==> src/rtl/tars_pkg.sv <==
`timescale 1ns / 1ps
// ----------------------------------------------------------------------------
// tars_pkg
// shared types and constants of the streamed tensor reduce-sum block
// ----------------------------------------------------------------------------
package tars_pkg;

	localparam int MAX_RANK    = 4;
	localparam int NUM_DIMS    = 4;
	localparam int OUT_DEPTH   = 4096;
	localparam int ADDR_W      = $clog2(OUT_DEPTH);
	localparam int POS_W       = 12;
	localparam int DIM_W       = 13;
	localparam int RANK_W      = 3;
	localparam int MASK_W      = NUM_DIMS;
	localparam int VAL_W       = 32;
	localparam int SUM_W       = 48;
	localparam int ENTRY_W     = SUM_W + 1;
	localparam int MAX_DIM     = 4096;
	localparam int OQ_DEPTH    = 8;
	localparam int OQ_PTR_W    = $clog2(OQ_DEPTH);
	localparam int OQ_CNT_W    = $clog2(OQ_DEPTH + 1);
	localparam int CFG_IDX_W   = 3;
	localparam int CFG_DATA_W  = DIM_W;

	localparam logic [CFG_IDX_W-1:0] REG_RANK = 3'd0;
	localparam logic [CFG_IDX_W-1:0] REG_DIM0 = 3'd1;
	localparam logic [CFG_IDX_W-1:0] REG_DIM1 = 3'd2;
	localparam logic [CFG_IDX_W-1:0] REG_DIM2 = 3'd3;
	localparam logic [CFG_IDX_W-1:0] REG_DIM3 = 3'd4;
	localparam logic [CFG_IDX_W-1:0] REG_MASK = 3'd5;

	localparam logic signed [SUM_W-1:0] SUM_MAX = {1'b0, {(SUM_W-1){1'b1}}};
	localparam logic signed [SUM_W-1:0] SUM_MIN = {1'b1, {(SUM_W-1){1'b0}}};

	typedef struct packed {
		logic [RANK_W-1:0]              rank;
		logic [NUM_DIMS-1:0][DIM_W-1:0] dim;
		logic [MASK_W-1:0]              mask;
	} cfg_t;

	typedef struct packed {
		logic signed [VAL_W-1:0]        value;
		logic                           first;
		logic                           last;
		logic                           fin;
		logic [POS_W-1:0]               epos;
		logic [MAX_RANK-1:0][POS_W-1:0] coord;
		logic [MAX_RANK-1:0][POS_W-1:0] mult;
	} item_t;

	typedef struct packed {
		logic signed [SUM_W-1:0] sum;
		logic [POS_W-1:0]        pos;
		logic                    fin;
		logic                    clip;
	} result_t;

endpackage

==> src/rtl/tars_outq.sv <==
`timescale 1ns / 1ps
// ----------------------------------------------------------------------------
// tars_outq
// result queue with slot reservation taken when an output's last item is accepted
// ----------------------------------------------------------------------------
module tars_outq import tars_pkg::*; (
	input  logic    clk,
	input  logic    arst_n,
	input  logic    reserve,
	input  logic    push,
	input  result_t res,
	input  logic    out_ready,
	output logic    out_valid,
	output result_t head,
	output logic    has_room
);

	result_t               fifo_q [OQ_DEPTH];
	logic [OQ_PTR_W-1:0]   wr_ptr_q;
	logic [OQ_PTR_W-1:0]   rd_ptr_q;
	logic [OQ_CNT_W-1:0]   count_q;
	logic [OQ_CNT_W-1:0]   res_q;
	logic                  pop;

	assign out_valid = count_q != '0;
	assign pop       = out_valid && out_ready;
	assign head      = fifo_q[rd_ptr_q];
	assign has_room  = res_q < OQ_CNT_W'(OQ_DEPTH);

	always_ff @(posedge clk) begin
		if (push) begin
			fifo_q[wr_ptr_q] <= res;
		end
	end

	always_ff @(posedge clk or negedge arst_n) begin
		if (!arst_n) begin
			wr_ptr_q <= '0;
			rd_ptr_q <= '0;
			count_q  <= '0;
			res_q    <= '0;
		end else begin
			if (push) begin
				wr_ptr_q <= wr_ptr_q + OQ_PTR_W'(1);
			end
			if (pop) begin
				rd_ptr_q <= rd_ptr_q + OQ_PTR_W'(1);
			end
			count_q <= count_q + OQ_CNT_W'(push) - OQ_CNT_W'(pop);
			res_q   <= res_q + OQ_CNT_W'(reserve) - OQ_CNT_W'(pop);
		end
	end

`ifndef SYNTHESIS
	ap_push_room: assert property (@(posedge clk) disable iff (!arst_n)
		push |-> (count_q < OQ_CNT_W'(OQ_DEPTH)))
		else $error("result pushed into full queue");
	ap_count_res: assert property (@(posedge clk) disable iff (!arst_n)
		count_q <= res_q)
		else $error("queued results exceed reserved slots");
	ap_res_bound: assert property (@(posedge clk) disable iff (!arst_n)
		res_q <= OQ_CNT_W'(OQ_DEPTH))
		else $error("slot reservation overrun");
	ap_reserve_gate: assert property (@(posedge clk) disable iff (!arst_n)
		(reserve && !has_room) |=> 1'b0)
		else $error("slot reserved while queue reservations full");
`endif

endmodule

==> config.mk <==
export PLATFORM = sky130hd
export DESIGN_NAME = tars_outq
export DESIGN_NICKNAME = d
export VERILOG_FILES = /design/src/rtl/tars_pkg.sv /design/src/rtl/tars_outq.sv
export SDC_FILE = /design/constraint.sdc
export NUM_CORES = 1
export LEC_CHECK = 0
export ABC_CLOCK_PERIOD_IN_PS = 6800
export BUFFER_PORTS_ARGS = -buffer_cell sky130_fd_sc_hd__buf_2
export CORE_AREA = 3 3 201 203
export CTS_BUF_LIST = sky130_fd_sc_hd__clkbuf_16
export DETAILED_ROUTE_END_ITERATION = 16
export DIE_AREA = 0 0 204 206
export PLACE_DENSITY = 0.68
export RECOVER_POWER = 50
export SYNTH_ARGS = -nofsm -noshare
export SYNTH_HDL_FRONTEND = slang
export SYNTH_SLANG_ARGS = --single-unit
==> constraint.sdc <==
create_clock -name clk -period 6.8 [get_ports clk]
set_clock_uncertainty 0.2 [all_clocks]
set_input_delay 0.34 -clock clk [delete_from_list [all_inputs] [get_ports clk]]
set_output_delay 0.34 -clock clk [all_outputs]
set_load 0.05 [all_outputs]
==> results.py, run 1 <==
metrics = {
    "status": {
        "run_status": "finished with violations",
        "violations": "capacitance limit, slew limit",
    },
    "synth": {
        "number_of_flip_flops_and_latches_in_the_synthesized_netlist": 510,
        "synth.yosys.warnings": 0,
        "synth_common_cells": "edfxtp_1 (496), mux4_2 (124), mux2_4 (50)",
        "number_of_synthesized_flops_with_an_enable_pin": 496,
        "synthDistinctLibCells": 26,
        "dominantRegCellSynth": "edfxtp_1",
        "ys_async_sr_fraction_pct": 2.745,
        "post_synth_main_area_contributors": "edfxtp_1 (76%), mux4_2 (14%), mux2_4 (3.8%)",
        "synthCells": 787,
        "synth.largest_area_cell": "edfxtp_1",
        "ys_seq_area_share_pct": 77.77,
        "library_cell_with_the_highest_instance_count_after_synthesis": "edfxtp_1",
        "syn-mean-instance-area_sq_um": 24.91,
        "yosysTopAreaCellShare_pct": 75.99,
        "post_synth_instance_area_sq_um": 19600,
        "syn_nets": 865,
    },
    "grt": {
        "grt_antenna_before_repair": 2,
        "grt_start_max_net_pins": 75,
        "met2_usage_pct": 30.13,
        "grt_usage_pct": 17.66,
        "globalRoute.busiestLayer": "met2",
        "grt_remaining_overflow": 0,
        "grt_pass1_vias": 9182,
        "use_met3_pct": 3.276,
        "wire_length_of_the_first_global_routing_pass_um": 55140,
        "global_route.usage.met1_pct": 23.54,
    },
    "detailed_routing": {
        "drcViolationCount": 0,
        "drt-vias-per-instance": 5.450,
        "count_of_vias_placed_by_the_detailed_router": 8578,
        "first_pass_iters": 5,
        "route.final.wire_length_um": 36220,
        "detail_route.wl_per_cell_um": 23.01,
        "route.antenna.remaining_nets": 0,
        "drt_iter0_drc": 527,
    },
    "worst_hold_path": {
        "timing.hold.worst.start": "reserve",
        "worst_hold_path.endpoint": "res_q[0]",
        "hold_path_class": "primary input to flip-flop",
        "hold_path_depth": 3,
    },
    "timing": {
        "tightest_pin_transition_ns": 2.212,
        "worst_hold_slack_ns": 0.3416,
        "fmax_mhz": 220.6,
        "finalWorstPathRequiredPeriod_ns": 4.532,
        "hold_violations": 0,
        "setup_total_negative_slack_ns": 0,
        "setup_slack_ns": 2.268,
        "setup-violations-final": 0,
        "grt_setup_unrepaired": "no",
        "timing.slew.headroom_pct": -47.49,
        "maxSlewViolCount": 59,
        "ratio_of_final_minimum_period_to_clock_period_pct": 66.65,
    },
    "setup_path": {
        "worst_r2r_path_depth": 3,
        "rr_endpoint": "fifo_q[1][12]",
        "crit_path_start_kind": "flip-flop",
        "worstPathArrival_ns": 3.99,
        "critical_path.max_fanout": 34,
        "crit_required_ns": 6.26,
        "cp-end-kind": "output pin",
        "path_class": "flip-flop to output pin",
        "timing.reg2reg.setup_slack_ns": 3.53,
        "r2r_start": "wr_ptr_q[1]",
    },
    "placed_design": {
        "place_ws_ns": 3.331,
        "gp_congestion": 0.6918,
        "place_area_sq_um": 20830,
        "placement.io_buffers": 130,
        "place_hpwl_um": 18920,
    },
    "cts": {
        "cts_tree": "yes",
        "postCtsSetupBuffers": 0,
        "clkLatencyLatePin_ns": 0.57,
        "worst_setup_hold_path_clk_slew_ns": 0.06,
        "clock-root-buffer": "clkbuf_16",
        "deepest_level_of_the_cts_h_tree": 2,
        "cts_inserted_buffers": 51,
        "cts-root-to-sink-buffers": 3,
        "cts.sinks": 510,
    },
    "die": {
        "dieArea_sq_um": 42020,
        "core_area_sq_um": 38650,
        "fp-row-count": 72,
        "dieWidth_um": 204,
        "boundary_pins": 131,
        "die-height_um": 206,
        "initial_core_util_pct": 50.72,
    },
    "power_and_ir_drop": {
        "power-per-cell-area_nw_per_um2": 467.1,
        "total_leakage_power_uw": 0.007606,
        "vdd_drop_max_mv": 0.3036,
    },
    "layout": {
        "area_growth_syn_to_layout_pct": 16.86,
        "utilization_pct": 59.27,
        "final_design_area_no_fill_sq_um": 22910,
        "net_count_final": 1094,
        "drive_above_1_share_pct": 32.42,
    },
    "flow_run": {
        "number_of_max_capacitance_violations_reported": 2,
    },
}
critical path: stages, from the launching register on:
cell     delay (ns)
dfrtp_1        1.83
buf_4          0.88
mux2_2         0.45
buf_2          0.22
through the flow:
step,cells,total power [uW]
after floorplan,787,7489
after global placement,1414,8265
after detailed placement,1414,8304
after CTS,1573,10880
after global routing,1574,11200
final,1574,10700
cells by family (layout without fill, tap and decap cells):
group	after synthesis	after routing	synth area share, %
flip-flops	510	510	77.77
multiplexers	189	189	18.93
buffers and inverters	43	311	1.449
AND/OR/NAND/NOR	20	20	0.4915
adder cells (fa/ha/maj)	11	11	0.7788
XOR/XNOR	10	10	0.4469
AO/OA/AOI/OAI	4	4	0.1276
other	0	1	0
sequential cells by signal, summed over array words and instances, names as in the netlist:
name / cells
wr_ptr_q: 3
fifo_q: 496
res_q: 4
count_q: 4
rd_ptr_q: 3
layout make-up:
type,instances,area (sq um)
Antenna cell,1,2.502
Inverter,8,30.03
Multi-Input combinational cell,234,4110
Sequential cell,510,15250
Tap cell,518,648.1
Clock inverter,40,209.0
Timing Repair Buffer,211,1353
Fill cell,2768,15740
Clock buffer,52,1301
worst max path at each step:
stage	slack, ns	endpoint	cells past startpoint	from
floorplan	1.25	fifo_q[0][0]	2	wr_ptr_q[1]
global placement	3.34	head[4]	4	rd_ptr_q[2]
detailed placement	3.33	head[4]	4	rd_ptr_q[2]
CTS	2.70	head[4]	4	rd_ptr_q[2]
global route	2.09	head[57]	3	rd_ptr_q[1]
finish	2.27	head[53]	3	rd_ptr_q[1]
power by group:
part | internal [uW] | switching [uW] | total (uW)
Combinational | 1570 | 2330 | 3900
Sequential | 3960 | 315 | 4280
Clock | 1420 | 1110 | 2520
Total | 6940 | 3760 | 10700
per-layer routing:
metal	share of wire [%]	wire, um	vias to the layer above
li1	-	-	3804
met1	42	15240	4525
met2	51	18520	193
met3	4.8	1726	54
met4	2.0	721	2
met5	0.036	13	-
repair_timing:
| action | in CTS | in global routing |
|---|---|---|
| hold buffers | 67 | 0 |
| hold endpoints to repair | 517 | 0 |
| resized for setup | 0 | 0 |
placed cells by master (no fill, tap or decap), types with 2 or more instances in the layout:
cell type and instances:
clkbuf_16 52, edfxtp_1 496, nand2b_1 3, buf_2 67, a21oi_1 2, fa_1 2
a21o_1 2, dfrtp_1 12, xnor2_1 7, mux2_2 14, nor2_4 5, dfrtp_4 2
clkinv_2 9, ha_1 9, dlygate4sd3_1 67, xor2_1 3, nor3_1 2, mux4_2 124
nand2_1 4, buf_4 11, nor2_1 2, clkbuf_1 65, mux2_4 50, inv_1 20
or2_2 2, clkinv_1 15
(Power assumes the default switching activity.)
==> run 2, diff against run 1 <==
--- a/config.mk
+++ b/config.mk
@@ -5,12 +5,13 @@
 export SDC_FILE = /design/constraint.sdc
 export NUM_CORES = 1
 export LEC_CHECK = 0
-export ABC_CLOCK_PERIOD_IN_PS = 6800
+export ABC_AREA = 1
+export ABC_CLOCK_PERIOD_IN_PS = 4500
 export BUFFER_PORTS_ARGS = -buffer_cell sky130_fd_sc_hd__buf_2
-export CORE_AREA = 3 3 201 203
+export CORE_AREA = 3 3 214 216
 export CTS_BUF_LIST = sky130_fd_sc_hd__clkbuf_16
 export DETAILED_ROUTE_END_ITERATION = 16
-export DIE_AREA = 0 0 204 206
+export DIE_AREA = 0 0 217 219
 export PLACE_DENSITY = 0.68
 export RECOVER_POWER = 50
 export SYNTH_ARGS = -nofsm -noshare
==> constraint.sdc (replaced) <==
create_clock -name clk -period 4.5 [get_ports clk]
set_clock_uncertainty 0.2 [all_clocks]
set_input_delay 0.225 -clock clk [delete_from_list [all_inputs] [get_ports clk]]
set_output_delay 0.225 -clock clk [all_outputs]
set_load 0.05 [all_outputs]
==> results.py, run 2 <==
metrics = {
    "setup_path": {
        "crit_required_ns": 4.07,
        "cp-end-kind": "output pin",
        "crit_path_start_kind": "flip-flop",
        "critical_path.max_fanout": 47,
        "worstPathArrival_ns": 2.97,
        "path_class": "flip-flop to output pin",
    },
    "layout": {
        "area_growth_syn_to_layout_pct": 14.88,
        "layout_commonest_cell": "nand2_1",
        "regMostFlops": "fifo_q",
        "mostFrequentLayoutCells": "nand2_1 (823), inv_1 (527), edfxtp_1 (496)",
        "drive_above_1_share_pct": 7.018,
        "largestRegisters": "fifo_q x496, count_q x4, res_q x4",
        "final_design_area_no_fill_sq_um": 25710,
        "max_reg_flops": 496,
        "net_count_final": 2493,
    },
    "placed_design": {
        "place_hpwl_um": 25590,
        "gp_congestion": 0.7484,
        "placement.io_buffers": 130,
        "place_area_sq_um": 23560,
    },
    "synth": {
        "synthCells": 2230,
        "ys_async_sr_fraction_pct": 2.745,
        "synth_common_cells": "nand2_1 (823), inv_1 (512), edfxtp_1 (496)",
        "number_of_flip_flops_and_latches_in_the_synthesized_netlist": 510,
        "yosysTopAreaCellShare_pct": 66.55,
        "syn-mean-instance-area_sq_um": 10.04,
        "library_cell_with_the_highest_instance_count_after_synthesis": "nand2_1",
        "number_of_synthesized_flops_with_an_enable_pin": 496,
        "synth.yosys.warnings": 0,
        "synth.largest_area_cell": "edfxtp_1",
        "ys_seq_area_share_pct": 68.12,
        "post_synth_instance_area_sq_um": 22380,
        "post_synth_main_area_contributors": "edfxtp_1 (67%), nand2_1 (14%), inv_1 (8.6%)",
        "dominantRegCellSynth": "edfxtp_1",
        "syn_nets": 2308,
        "synthDistinctLibCells": 20,
    },
    "power_and_ir_drop": {
        "power-per-cell-area_nw_per_um2": 654.2,
        "vdd_drop_max_mv": 0.6747,
        "total_leakage_power_uw": 0.01185,
        "power.total_uw": 16820,
    },
    "detailed_routing": {
        "route.final.wire_length_um": 48950,
        "detail_route.wl_per_cell_um": 16.07,
        "drt_iter0_drc": 984,
        "first_pass_iters": 5,
        "count_of_vias_placed_by_the_detailed_router": 14702,
        "route.antenna.remaining_nets": 0,
        "drt-vias-per-instance": 4.828,
        "drcViolationCount": 0,
    },
    "timing": {
        "tightest_pin_transition_ns": 2.092,
        "maxSlewViolCount": 40,
        "fmax_mhz": 295.0,
        "timing.slew.headroom_pct": -39.45,
        "hold_violations": 0,
        "worst_hold_slack_ns": 0.2673,
        "grt_setup_unrepaired": "no",
        "setup-violations-final": 0,
        "setup_total_negative_slack_ns": 0,
        "finalWorstPathRequiredPeriod_ns": 3.390,
        "ratio_of_final_minimum_period_to_clock_period_pct": 75.34,
    },
    "status": {
        "run_status": "finished with violations",
        "violations": "capacitance limit, slew limit",
    },
    "die": {
        "boundary_pins": 131,
        "fp-row-count": 77,
        "die-height_um": 219,
        "initial_core_util_pct": 50.72,
        "core_area_sq_um": 44120,
        "dieArea_sq_um": 47520,
        "dieWidth_um": 217,
    },
    "cts": {
        "worst_setup_hold_path_clk_slew_ns": 0.06,
        "clock-root-buffer": "clkbuf_16",
        "clkLatencyLatePin_ns": 0.57,
        "deepest_level_of_the_cts_h_tree": 2,
        "cts_tree": "yes",
        "cts.sinks": 510,
        "cts_inserted_buffers": 52,
        "cts-root-to-sink-buffers": 3,
    },
    "grt": {
        "grt_start_max_net_pins": 250,
        "wire_length_of_the_first_global_routing_pass_um": 77400,
        "grt_usage_pct": 20.83,
        "grt_remaining_overflow": 0,
        "grt_pass1_vias": 14573,
        "grt_antenna_before_repair": 3,
    },
    "worst_hold_path": {
        "hold_path_class": "primary input to flip-flop",
    },
    "flow_run": {
        "number_of_max_capacitance_violations_reported": 2,
    },
}
-- run 2: routing by layer --
metal  part of all wire (%)  up-vias  global-route usage (%)
li1                       -     7289                       -
met1                     44     6932                   28.39
met2                     47      392                   34.38
met3                    5.9       87                   3.489
met4                    2.5        2                   6.915
met5                  0.025        -                       0
-- run 2: final timing paths --
kind,startpoint,endpoint,slack (ns),cells after the start
max,rd_ptr_q[1],head[2],1.11,7
min reg2reg,wr_ptr_q[0],wr_ptr_q[0],0.35,2
max in group asynchronous,arst_n,rd_ptr_q[0],3.06,3
min,push,wr_ptr_q[1],0.27,3
max reg2reg,wr_ptr_q[0],fifo_q[3][38],1.42,3
min in group asynchronous,arst_n,res_q[3],0.54,3
-- run 2: per-stage QoR --
| stage | std cells | setup slack (ns) | util [%] |
|---|---|---|---|
| 6_report | 3045 | 1.110 | 58.27 |
| 5_1_grt | 3045 | 0.9269 | 58.27 |
| 4_1_cts | 3043 | 1.050 | 58.48 |
| 3_5_place_dp | 2885 | 1.697 | 53.40 |
| 3_3_place_gp | 2885 | 1.716 | 53.40 |
| 2_1_floorplan | 2230 | 0.4899 | - |
-- run 2: final cells by class --
cell class                      count  area, sq um
Fill cell                        3684        18420
Sequential cell                   510        15250
Multi-Input combinational cell   1110         4690
Inverter                          515         1941
Timing Repair Buffer              226         1521
Clock buffer                       53         1326
Tap cell                          592        740.7
Clock inverter                     37        232.7
Antenna cell                        2        5.005
-- run 2: logic make-up (layout without fill, tap and decap cells) --
logic type | count (synthesis) | in the layout | share of synthesized area [%]
compound gates | 5 | 5 | 0.1118
fa+ha+maj | 11 | 11 | 0.6821
xor+xnor | 8 | 8 | 0.3131
buf+inv | 610 | 831 | 11.13
simple gates | 1086 | 1086 | 19.65
other cells | 0 | 2 | 0
flops | 510 | 510 | 68.12
-- run 2: critical path: stages, from the launching register on --
cell	delay (ns)
dfrtp_4	0.70
inv_4	0.58
buf_4	0.37
nand3_1	0.11
nand2_1	0.07
nand2_1	0.05
nand2_1	0.19
buf_2	0.29
-- run 2: report_power, final --
part           internal, uW  switching [uW]  total [uW]  leakage, uW
Combinational          1660            5210        6870      0.00636
Sequential             5780             194        5980      0.00467
Clock                  2280            1700        3980     0.000825
Total                  9720            7100       16800       0.0119
-- run 2: what timing repair did --
item	in CTS	in global routing
resized for setup	0	0
endpoints found under the hold margin	520	0
buffers inserted	0	0
hold buffers	68	0
