**src/rtl/tars_pkg.sv**
```systemverilog
`timescale 1ns / 1ps
// ----------------------------------------------------------------------------
// tars_pkg
// shared types and constants of the streamed tensor reduce-sum block
// ----------------------------------------------------------------------------
package tars_pkg;

	localparam int MAX_RANK    = 4;
	localparam int NUM_DIMS    = 4;
	localparam int OUT_DEPTH   = 4096;
	localparam int ADDR_W      = $clog2(OUT_DEPTH);
	localparam int POS_W       = 12;
	localparam int DIM_W       = 13;
	localparam int RANK_W      = 3;
	localparam int MASK_W      = NUM_DIMS;
	localparam int VAL_W       = 32;
	localparam int SUM_W       = 48;
	localparam int ENTRY_W     = SUM_W + 1;
	localparam int MAX_DIM     = 4096;
	localparam int OQ_DEPTH    = 8;
	localparam int OQ_PTR_W    = $clog2(OQ_DEPTH);
	localparam int OQ_CNT_W    = $clog2(OQ_DEPTH + 1);
	localparam int CFG_IDX_W   = 3;
	localparam int CFG_DATA_W  = DIM_W;

	localparam logic [CFG_IDX_W-1:0] REG_RANK = 3'd0;
	localparam logic [CFG_IDX_W-1:0] REG_DIM0 = 3'd1;
	localparam logic [CFG_IDX_W-1:0] REG_DIM1 = 3'd2;
	localparam logic [CFG_IDX_W-1:0] REG_DIM2 = 3'd3;
	localparam logic [CFG_IDX_W-1:0] REG_DIM3 = 3'd4;
	localparam logic [CFG_IDX_W-1:0] REG_MASK = 3'd5;

	localparam logic signed [SUM_W-1:0] SUM_MAX = {1'b0, {(SUM_W-1){1'b1}}};
	localparam logic signed [SUM_W-1:0] SUM_MIN = {1'b1, {(SUM_W-1){1'b0}}};

	typedef struct packed {
		logic [RANK_W-1:0]              rank;
		logic [NUM_DIMS-1:0][DIM_W-1:0] dim;
		logic [MASK_W-1:0]              mask;
	} cfg_t;

	typedef struct packed {
		logic signed [VAL_W-1:0]        value;
		logic                           first;
		logic                           last;
		logic                           fin;
		logic [POS_W-1:0]               epos;
		logic [MAX_RANK-1:0][POS_W-1:0] coord;
		logic [MAX_RANK-1:0][POS_W-1:0] mult;
	} item_t;

	typedef struct packed {
		logic signed [SUM_W-1:0] sum;
		logic [POS_W-1:0]        pos;
		logic                    fin;
		logic                    clip;
	} result_t;

endpackage

```
**src/rtl/tars_index.sv**
```systemverilog
`timescale 1ns / 1ps
// ----------------------------------------------------------------------------
// tars_index
// coordinate counters and pipelined row-major accumulator address
// ----------------------------------------------------------------------------
module tars_index import tars_pkg::*; (
	input  logic                    clk,
	input  logic                    arst_n,
	input  cfg_t                    cfg,
	input  logic                    restart,
	input  logic                    accept,
	input  logic signed [VAL_W-1:0] value,
	output logic                    acc_last,
	output logic                    vld_s4,
	output item_t                   item_s4,
	output logic [ADDR_W-1:0]       addr_s4
);

	logic [MAX_RANK-1:0][POS_W-1:0] cnt_q;
	logic [MAX_RANK-1:0][POS_W-1:0] cnt_d;
	logic [POS_W-1:0]               epos_q;
	logic [MAX_RANK-1:0][DIM_W-1:0] size;
	logic [MAX_RANK-1:0]            at_max;
	logic [RANK_W-1:0]              rank_eff;
	item_t                          item_acc;

	logic                           vld_s1, vld_s2, vld_s3;
	item_t                          item_s1, item_s2, item_s3;
	logic [POS_W-1:0]               pos_s2, pos_s3, pos_s4;
	logic [2*POS_W-1:0]             prod2, prod3, prod4;

	// effective sizes
	always_comb begin
		rank_eff = cfg.rank;
		if (cfg.rank == '0) begin
			rank_eff = RANK_W'(1);
		end else if (cfg.rank > RANK_W'(MAX_RANK)) begin
			rank_eff = RANK_W'(MAX_RANK);
		end
		for (int k = 0; k < MAX_RANK; k++) begin
			size[k] = DIM_W'(1);
			if (k < NUM_DIMS && RANK_W'(k) < rank_eff) begin
				if (cfg.dim[k] == '0) begin
					size[k] = DIM_W'(1);
				end else if (cfg.dim[k] > DIM_W'(MAX_DIM)) begin
					size[k] = DIM_W'(MAX_DIM);
				end else begin
					size[k] = cfg.dim[k];
				end
			end
			at_max[k] = ({1'b0, cnt_q[k]} + DIM_W'(1)) >= size[k];
		end
	end

	// item flags and next counter values
	always_comb begin
		logic carry;
		carry          = 1'b1;
		item_acc.value = value;
		item_acc.first = 1'b1;
		item_acc.last  = 1'b1;
		item_acc.fin   = &at_max;
		item_acc.epos  = epos_q;
		for (int k = 0; k < MAX_RANK; k++) begin
			if (k < NUM_DIMS && cfg.mask[k]) begin
				if (cnt_q[k] != '0) begin
					item_acc.first = 1'b0;
				end
				if (!at_max[k]) begin
					item_acc.last = 1'b0;
				end
				item_acc.coord[k] = '0;
				item_acc.mult[k]  = POS_W'(1);
			end else begin
				item_acc.coord[k] = cnt_q[k];
				item_acc.mult[k]  = size[k][POS_W-1:0];
			end
		end
		cnt_d = cnt_q;
		for (int k = MAX_RANK - 1; k >= 0; k--) begin
			if (carry) begin
				if (at_max[k]) begin
					cnt_d[k] = '0;
				end else begin
					cnt_d[k] = cnt_q[k] + POS_W'(1);
					carry    = 1'b0;
				end
			end
		end
	end

	assign acc_last = item_acc.last;

	always_ff @(posedge clk or negedge arst_n) begin
		if (!arst_n) begin
			cnt_q  <= '0;
			epos_q <= '0;
		end else if (restart) begin
			cnt_q  <= '0;
			epos_q <= '0;
		end else if (accept) begin
			cnt_q <= cnt_d;
			if (item_acc.last) begin
				epos_q <= item_acc.fin ? '0 : epos_q + POS_W'(1);
			end
		end
	end

	// address pipeline, one multiply-add in each of stages s2 to s4
	assign prod2 = item_s1.coord[0] * item_s1.mult[1];
	assign prod3 = pos_s2 * item_s2.mult[2];
	assign prod4 = pos_s3 * item_s3.mult[3];

	always_ff @(posedge clk or negedge arst_n) begin
		if (!arst_n) begin
			vld_s1 <= 1'b0;
			vld_s2 <= 1'b0;
			vld_s3 <= 1'b0;
			vld_s4 <= 1'b0;
		end else begin
			vld_s1 <= accept;
			vld_s2 <= vld_s1;
			vld_s3 <= vld_s2;
			vld_s4 <= vld_s3;
		end
	end

	always_ff @(posedge clk) begin
		item_s1 <= item_acc;
		item_s2 <= item_s1;
		item_s3 <= item_s2;
		item_s4 <= item_s3;
		pos_s2  <= prod2[POS_W-1:0] + item_s1.coord[1];
		pos_s3  <= prod3[POS_W-1:0] + item_s2.coord[2];
		pos_s4  <= prod4[POS_W-1:0] + item_s3.coord[3];
	end

	assign addr_s4 = pos_s4[ADDR_W-1:0];

endmodule

```
**config.mk**
```make
export PLATFORM = sky130hd
export DESIGN_NAME = tars_index
export DESIGN_NICKNAME = d
export VERILOG_FILES = /design/src/rtl/tars_pkg.sv /design/src/rtl/tars_index.sv
export SDC_FILE = /design/constraint.sdc
export NUM_CORES = 1
export LEC_CHECK = 0
export BUFFER_PORTS_ARGS = -buffer_cell sky130_fd_sc_hd__buf_2
export CORE_MARGIN = 2
export CORE_UTILIZATION = 56
export DETAILED_ROUTE_END_ITERATION = 8
export PLACE_DENSITY = 0.79
export SYNTH_ARGS = -nofsm -noshare
export SYNTH_HDL_FRONTEND = slang
export SYNTH_SLANG_ARGS = --single-unit
```
**constraint.sdc**
```tcl
create_clock -name clk -period 9.3 [get_ports clk]
set_input_delay 1.86 -clock clk [delete_from_list [all_inputs] [get_ports clk]]
set_output_delay 1.86 -clock clk [all_outputs]
set_load 0.02 [all_outputs]
```
==> metrics, run 1 <==
ant diodes 0; CP delay by family, top simple AND/OR/NAND/NOR gates; Synth Net Count 2648; CTS tree yes; CTS H-tree lvls 3; outcome finished clean; max-cap check violation count 0; static leakage 14.1 nW; clock buffer depth 3; Die ar. 47400 um^2; period utilisation layout 84.1%; CP max FO 16; Yosys Warn Count 0; Worst Hold Path Cells 0; Final Max Tran Viols 0; r2r setup slk 4.56 ns; Worst path depth 14; pre-CTS setup slack 1.60 ns; Synth async-reset ratio 9.52%; reg-to-reg endpoint pos_s2[11]; worst r2r src item_s1[12]; worst vdd ir 0.177 mV; worst endpoint required time 7.44 ns; Startpoint Class input port; sequential area share after synthesis 53.9%; initial antenna violation count 0; DRT Pass-1 Iters 6; Yosys top cell area share 47.6%; TritonCTS Sinks 672; Post-CTS Resized 0; Layout area overhead 15.6%; number of flops mapped to enable cells by yosys 0; largest cells by area after synthesis dfxtp_1 (48%), fa_1 (11%), ha_1 (8.0%), dfrtp_1 (6.3%), nand2_1 (4.0%); Worst slew margin 31.5%; hold path startpoint item_s3[77]; unrepaired setup endpoints after global routing no; first-pass GRT wire length 82.7 mm; routed length per instance 16.2 um; Post-CTS Repair Setup Buffers 0; crit path time final 7.82 ns; Chip Height 218 um; row count 78; Power, Total 0.00586 W; Fmax 128 MHz; worst path bufs/invs 2; fillers 3441; CP Capture Type output port; worst-skew pair later-pin latency 0.60 ns; top-count cell post-synth dfxtp_1; Reg2Reg Depth 16; CP max stage delay 0.82 ns; Mapped Area 25600 um^2; Post-Syn Instances 2246; Final Skew 0.0259 ns; mean post-synth cell area 11.4 um^2; PwrDens 198 nW/um^2; synth cell count leaders dfxtp_1 (608), nand2_1 (272), inv_1 (252), ha_1 (163), fa_1 (144); vias in the first global route 16300; worst path arrival time 5.96 ns; Initial Util 56.5%; Top FF cell, synth dfxtp_1; FF+latch count, synth 672; DRT antenna net count 0; CTS root buffer clkbuf_16; Vias 15800; initial DRC count 860; Crit Path Category in -> out; cell taking the most area after synthesis dfxtp_1; setup ws final 1.48 ns; worst hold endpoint item_s4[77]; GRT Residual Overflow 0; clock slew at reported path FFs 0.06 ns; Hold Crit Class reg -> reg; Via density 4.99; slowest cell on the critical path a2111oi_0; fin nets 2911; number of port buffers 251; Hold-fix buffers, CTS 0; Tightest Pin Transition 1.03 ns; Yosys cell types 69; # setup viols final 0; Post-DP HPWL 38.4 mm; pin count of the biggest net entering global routing 65; Hold WS 0.312 ns; placer congestion estimate 0.909; CTS Buf Count 66; critical-path cell list buf_2 -> nor4_1 -> nand3_1 -> xnor2_1 -> nor2_1 -> nand2_1 -> ha_1 -> nand4_1 -> nor2_1 -> nand3_1 -> nand3_4 -> o21ai_1 -> a2111oi_0 -> buf_2; global router's overall resource usage 22.3%; Core Util, Final 65.4%; DIE WIDTH 218 um; Fin. Hold Viols 0; setup TNS 0 ns; # DRC 0; final wirelength 51.3 mm; io pins 252; Core Region 45200 um^2; share of cells above drive strength 1 15.0%
per-layer routing:
metal / wire (um) / GRT usage, % / up-vias
met5: 0 / 0 / -
met4: 1640 / 9.06 / 0
met3: 2840 / 4.04 / 116
met2: 25400 / 38.5 / 493
met1: 21400 / 27.6 / 7485
li1: - / - / 7680
worst max-delay path by stage:
stage,start,slack (ns),to
2_1_floorplan,cfg[34],2.11,acc_last
3_3_place_gp,cfg[36],1.68,acc_last
3_5_place_dp,cfg[34],1.60,acc_last
4_1_cts,cfg[34],1.58,acc_last
5_1_grt,cfg[41],1.19,acc_last
6_report,cfg[36],1.48,acc_last
cells by family after synthesis:
kind of cell             count (synthesis)  synth area share (%)
AND/OR/NAND/NOR                        664                  13.3
buffers and inverters                  310                  4.68
AO/OA/AOI/OAI                          164                  4.42
XOR/XNOR                               127                  4.35
multiplexers                             1                0.0441
adder cells (fa/ha/maj)                308                  19.3
flip-flops                             672                  53.9
per-stage QoR:
step                      std cells  instance area, um^2
after detailed placement       3041                27300
after CTS                      3159                29500
after global routing           3159                29500
final                          3159                29500
after global placement         3041                27300
after floorplan                2246                25600
registers in the layout (all words and copies together) (netlist names):
register and cells:
item_s1 143, item_s2 143, item_s3 143, item_s4 143
cnt_q 48, addr_s4 12, epos_q 12, pos_s2 12
pos_s3 12, vld_s1 1, vld_s2 1, vld_s3 1
vld_s4 1
cell usage in the layout, fill, tap and decap left out, drive strengths merged, types with 4 or more instances in the layout:
| cell type | n |
|---|---|
| nand3b | 6 |
| and3 | 44 |
| o21bai | 7 |
| buf | 253 |
| nand3 | 35 |
| ha | 163 |
| nor4b | 4 |
| o211ai | 5 |
| inv | 263 |
| nand2b | 33 |
| xor2 | 37 |
| or3 | 17 |
| clkinv | 10 |
| o32ai | 11 |
| fa | 144 |
| a21o | 13 |
| a21oi | 47 |
| o21ai | 31 |
| nand2 | 272 |
| xnor2 | 90 |
| nor4 | 18 |
| and2 | 109 |
| dfxtp | 608 |
| nor2b | 44 |
| clkbuf | 91 |
| nor3 | 15 |
| a211oi | 23 |
| or2 | 4 |
| dfrtp | 64 |
| a31oi | 6 |
| bufinv | 4 |
| nand4 | 10 |
| nor2 | 45 |
power breakdown:
part | total (W) | internal (W) | leakage [nW] | switching [W]
clock network | 0.00265 | 0.00157 | 1.09 | 0.00108
logic | 0.000209 | 0.0000719 | 7.17 | 0.000137
registers | 0.00300 | 0.00296 | 5.86 | 0.0000390
total | 0.00586 | 0.00460 | 14.1 | 0.00126
cell type report:
cell class	instances	area, um^2	area share (%)
inverters	252	946	3.20
flip-flops and latches	672	13800	46.6
clock buffers	91	1920	6.49
multi-input cells	1264	10600	35.8
repair buffers	253	1270	4.30
clock inverters	27	302	1.02
well taps	600	751	2.54
Power figures use the tool's default switching activity.
==> run 2, diff against run 1 <==
clock period = 7.35 ns   (was 9.3 ns; I/O delays follow)
==> run 2 against run 1 <==
Die area unchanged. Routed wire length is 2.2% higher. Largest power group unchanged. Critical path type unchanged. Critical path depth grew 2.
==> metrics, run 2 (synthesis results as in run 1) <==
setup TNS 0 ns (unchanged); post-layout instance count excluding filler cells 3164 (was 3159); clock slew at reported path FFs 0.06 ns (about the same); share of cells above drive strength 1 14.8% (was 15.0%); worst-skew pair later-pin latency 0.60 ns (about the same); Die ar. 47400 um^2 (unchanged); Hold Crit Class reg -> reg (unchanged); Reg2Reg Depth 16 (unchanged); Startpoint Class input port (unchanged); initial antenna violation count 0 (unchanged); pin count of the biggest net entering global routing 65 (unchanged); critical-path cell list buf_2 -> nor4_1 -> nand3_1 -> xor2_1 -> and2_1 -> nand2_1 -> ha_1 -> o211ai_1 -> nor2_2 -> a21oi_1 -> o211ai_2 -> buf_4 -> nor2_1 -> a2111oi_0 -> buf_4 -> buf_2 (was buf_2 -> nor4_1 -> nand3_1 -> xnor2_1 -> nor2_1 -> nand2_1 -> ha_1 -> nand4_1 -> nor2_1 -> nand3_1 -> nand3_4 -> o21ai_1 -> a2111oi_0 -> buf_2); Post-DP HPWL 38.6 mm (was 38.4 mm); Vias 15900 (was 15800); Layout area overhead 15.6% (about the same); final wirelength 52.4 mm (was 51.3 mm); dpl cell area 27300 um^2 (about the same); io pins 252 (unchanged); Final Skew 0.0227 ns (was 0.0259 ns); worst vdd ir 0.213 mV (was 0.177 mV); crit path time final 6.25 ns; Post-CTS Repair Setup Buffers 0 (unchanged); clock buffer depth 3 (unchanged); CTS Buf Count 66 (unchanged); Crit Path Category in -> out (unchanged); static leakage 14.1 nW (about the same); most common cell after layout, fill and taps aside dfxtp_1 (unchanged); DIE WIDTH 218 um (unchanged); Post-CTS Resized 0 (unchanged); Fmax 160 MHz; worst path bufs/invs 4 (was 2); Fin. Hold Viols 0 (unchanged); CP max stage delay 0.45 ns (was 0.82 ns); Tightest Pin Transition 1.00 ns (was 1.03 ns); Via density 5.02 (was 4.99); CTS root buffer clkbuf_16 (unchanged); initial DRC count 755 (was 860); # DRC 0 (unchanged); Final Cell Area 29500 um^2 (about the same); max-cap check violation count 0 (unchanged); placer congestion estimate 0.885 (was 0.909); r2r setup slk 2.63 ns (was 4.56 ns); global router's overall resource usage 22.7% (was 22.3%); CTS tree yes (unchanged); unrepaired setup endpoints after global routing no (unchanged); period utilisation layout 85.0%; Hold-fix buffers, CTS 0 (unchanged); Core Region 45200 um^2 (unchanged); DRT antenna net count 0 (unchanged); Initial Util 56.5% (unchanged); placed cell count 3044 (was 3041); worst setup path start cfg[50] (was cfg[36]); CP delay by family, top simple AND/OR/NAND/NOR gates (unchanged); CTS H-tree lvls 3 (unchanged); outcome finished clean (unchanged); Worst slew margin 33.0% (was 31.5%); GRT Residual Overflow 0 (unchanged); Chip Height 218 um (unchanged); routed length per instance 16.6 um (was 16.2 um); vias in the first global route 16400 (was 16300); Final Max Tran Viols 0 (unchanged); DRT Pass-1 Iters 5 (was 6); ant diodes 0 (unchanged); fillers 3382 (was 3441); Worst path depth 16 (was 14); commonest cells after routing, fill and taps aside dfxtp_1 (608), nand2_1 (272), inv_1 (252) (unchanged); reg-to-reg endpoint pos_s2[11] (unchanged); slowest cell on the critical path and2_1 (was a2111oi_0); CP max FO 18 (was 16); Worst Hold Path Cells 0 (unchanged); CP endpoint acc_last (unchanged); TritonCTS Sinks 672 (unchanged); first-pass GRT wire length 84.0 mm (was 82.7 mm); fin nets 2914 (was 2911); worst r2r src item_s1[50] (was item_s1[12]); hold path startpoint item_s1[24] (was item_s3[77]); worst endpoint required time 5.88 ns (was 7.44 ns); # setup viols final 0 (unchanged); CP Capture Type output port (unchanged); number of port buffers 251 (unchanged); row count 78 (unchanged); PwrDens 250 nW/um^2 (was 198 nW/um^2); worst path arrival time 4.78 ns (was 5.96 ns); Core Util, Final 65.4% (about the same)
-- run 2: cell types whose count changed in the layout (fill, tap and decap cells not counted), sizes merged --
cell,delta
clkbuf,+5
clkinvlp,+2
buf,+3
inv,-5
-- run 2: layout make-up --
cell class	count	area [um^2]	area share (%)
Sequential cell	672	13800	46.6
Multi-Input combinational cell	1264	10600	35.8
Clock buffer	96	1900	6.42
Timing Repair Buffer	256	1290	4.38
Inverter	252	946	3.20
Tap cell	600	751	2.54
Clock inverter	24	293	0.991
-- run 2: worst min-delay path by stage --
stage | endpoint | slack [ns]
3_3_place_gp | item_s4[137] | 0.31
5_1_grt | item_s4[60] | 0.33
2_1_floorplan | item_s2[0] | 0.31
6_report | item_s2[24] | 0.32
4_1_cts | item_s2[24] | 0.31
3_5_place_dp | item_s4[49] | 0.31
-- run 2: worst register-to-register path: cells and delay by family (launching register included) --
| kind | cells | cell delay [ns] |
|---|---|---|
| adders and majority gates | 6 | 2.61 |
| DFF | 1 | 0.66 |
| buffers and inverters | 3 | 0.18 |
| xor gates and xnor gates | 1 | 0.14 |
| and+or+nand+nor | 1 | 0.16 |
| AOI/OAI and AO/OA | 5 | 0.85 |
-- run 2: routing by layer --
| layer | wire, um | global-route usage (%) |
|---|---|---|
| met5 | 0 | 0 |
| met4 | 1990 | 10.4 |
| met3 | 2550 | 4.00 |
| met2 | 26000 | 38.7 |
| met1 | 21900 | 28.1 |
-- run 2: report_power, final --
part / leakage [nW] / total (W) / switching (W) / internal [W]
registers: 5.86 / 0.00380 / 0.0000506 / 0.00375
logic: 7.18 / 0.000267 / 0.000174 / 0.0000927
clock network: 1.06 / 0.00332 / 0.00137 / 0.00196
total: 14.1 / 0.00739 / 0.00159 / 0.00580
-- run 2: through the flow --
stage	worst slack [ns]	hold WS (ns)	power, W
final	1.10	0.317	0.00739
after global routing	0.839	0.325	0.00766
after CTS	1.15	0.315	0.00747
after detailed placement	1.19	0.312	0.00414
after global placement	1.29	0.310	0.00413
after floorplan	0.938	0.310	0.00401
==> run 3, diff against run 2 <==
clock period = 5.9 ns   (was 7.35 ns; I/O delays follow)
==> run 3 against run 2 <==
Setup slack worse by 0.86 ns. Power is 29% higher. Clock skew rose by 0.0051 ns. Via count rose by 0.34%. Final area rose by 0.77%. Flip-flop and latch count is the same. Critical endpoint unchanged.
==> metrics, run 3 (synthesis results as in run 1) <==
outcome finished clean (unchanged); TritonCTS Sinks 672 (unchanged); routed length per instance 16.7 um (was 16.6 um); Core Region 45200 um^2 (unchanged); Tightest Pin Transition 1.00 ns (about the same); Layout area overhead 16.5% (was 15.6%); # setup viols final 0 (unchanged); unrepaired setup endpoints after global routing no (unchanged); Post-CTS Repair Setup Buffers 0 (unchanged); PwrDens 320 nW/um^2 (was 250 nW/um^2); worst path arrival time 4.48 ns (was 4.78 ns); Vias 16000 (was 15900); DRT Pass-1 Iters 6 (was 5); CP max FO 7 (was 18); Hold Crit Class reg -> reg (unchanged); first-pass GRT wire length 85.2 mm (was 84.0 mm); most common cell after layout, fill and taps aside dfxtp_1 (unchanged); max-cap check violation count 0 (unchanged); clock slew at reported path FFs 0.07 ns (was 0.06 ns); CTS root buffer clkbuf_16 (unchanged); Fmax 177 MHz; period utilisation layout 95.9%; Startpoint Class register (was input port); placed cell count 3045 (was 3044); commonest cells after routing, fill and taps aside dfxtp_1 (608), nand2_1 (272), inv_1 (252) (unchanged); Via density 5.03 (was 5.02); CP Capture Type output port (unchanged); Worst Hold Path Cells 0 (unchanged); met2 routed WL 26.7 mm (was 26.0 mm); Post-DP HPWL 38.7 mm (was 38.6 mm); row count 78 (unchanged); CTS H-tree lvls 3 (unchanged); Fin. Hold Viols 0 (unchanged); ant diodes 0 (unchanged); io pins 252 (unchanged); CTS Buf Count 67 (was 66); met3 routed WL 2.84 mm (was 2.55 mm); Chip Height 218 um (unchanged); initial antenna violation count 0 (unchanged); setup TNS 0 ns (unchanged); DIE WIDTH 218 um (unchanged); GRT Residual Overflow 0 (unchanged); fin nets 2916 (was 2914); Crit Path Category reg -> out (was in -> out); initial DRC count 946 (was 755); worst vdd ir 0.264 mV (was 0.213 mV); final wirelength 53.0 mm (was 52.4 mm); crit path time final 5.66 ns; share of cells above drive strength 1 15.5% (was 14.8%); static leakage 14.2 nW (was 14.1 nW); Reg2Reg Depth 16 (unchanged); post-layout instance count excluding filler cells 3169 (was 3164); WL met1 21.7 mm (was 21.9 mm); clock buffer depth 3 (unchanged); # DRC 0 (unchanged); DRT antenna net count 0 (unchanged); vias in the first global route 16700 (was 16400); global router's overall resource usage 22.9% (was 22.7%); placer congestion estimate 0.910 (was 0.885); worst endpoint required time 4.72 ns (was 5.88 ns); CTS tree yes (unchanged); Worst slew margin 33.0% (about the same); number of port buffers 251 (unchanged); Initial Util 56.5% (unchanged); worst-skew pair later-pin latency 0.62 ns (was 0.60 ns); pin count of the biggest net entering global routing 65 (unchanged); Final Skew 0.0278 ns (was 0.0227 ns); DR top layer met4 (unchanged); Die ar. 47400 um^2 (unchanged); Final Max Tran Viols 0 (unchanged)
==> run 3: changes by cell type in the layout (fill, tap and decap cells not counted), moves of 2 or more <==
| cell | delta |
|---|---|
| clkbuf_8 | +2 |
| bufinv_16 | +4 |
| clkinv_4 | +2 |
| clkbuf_1 | -13 |
| clkinv_8 | +3 |
| inv_4 | -2 |
| clkinv_2 | +6 |
==> run 3: what timing repair did <==
item	4_1_cts	5_1_grt
resized for setup	0	2
setup endpoints to repair	0	1
hold buffers	0	0
==> run 3: worst max-delay path: stages, from the launching register on <==
cell and delay (ns):
dfrtp_1 0.45, ha_1 0.29, and3_1 0.22, and3_1 0.23
and3_1 0.22, and3_1 0.23, and3_1 0.20, ha_1 0.30
nand2_1 0.07, or3_1 0.39, a211o_1 0.26, and3_1 0.28
a2111oi_2 0.39, buf_4 0.18, buf_2 0.15
==> run 3: layout make-up <==
cell class,instances,area (um^2)
well taps,600,751
clock inverters,39,527
inverters,252,946
clock buffers,85,1880
multi-input cells,1264,10600
flip-flops and latches,672,13800
repair buffers,257,1300
fillers,3381,15400
==> run 3: worst paths after layout <==
check | slack [ns] | start | endpoint
max in group asynchronous | 4.51 | arst_n | cnt_q[37]
hold reg to reg | 0.32 | item_s2[66] | item_s3[66]
min in group asynchronous | 0.78 | arst_n | cnt_q[8]
hold / removal | 0.32 | item_s2[66] | item_s3[66]
setup / recovery | 0.24 | cnt_q[0] | acc_last
setup reg to reg | 1.19 | item_s1[50] | pos_s2[11]
==> run 3: stage by stage <==
stage | hold slack (ns) | setup WS [ns] | utilization (%) | total power [W] | cell area [um^2]
after global routing | 0.326 | 0.00711 | 65.9 | 0.00986 | 29800
after CTS | 0.321 | 0.169 | 65.9 | 0.00963 | 29800
final | 0.316 | 0.243 | 65.9 | 0.00952 | 29800
after global placement | 0.310 | 0.547 | 60.5 | 0.00515 | 27400
after floorplan | 0.310 | 0.0679 | - | 0.00500 | 25600
after detailed placement | 0.312 | 0.484 | 60.5 | 0.00516 | 27400
==> run 3: where the power goes <==
group	switching (W)	internal (W)	leakage (nW)	total, W
registers	0.0000617	0.00467	5.86	0.00473
logic	0.000218	0.000116	7.19	0.000334
clock network	0.00180	0.00265	1.17	0.00445
==> run 3: layer usage <==
metal  up-vias  track usage, %
li1       7687               -
met1      7717            27.9
met2       443            40.0
met3       105            4.34
met4         0            9.59
met5         -               0
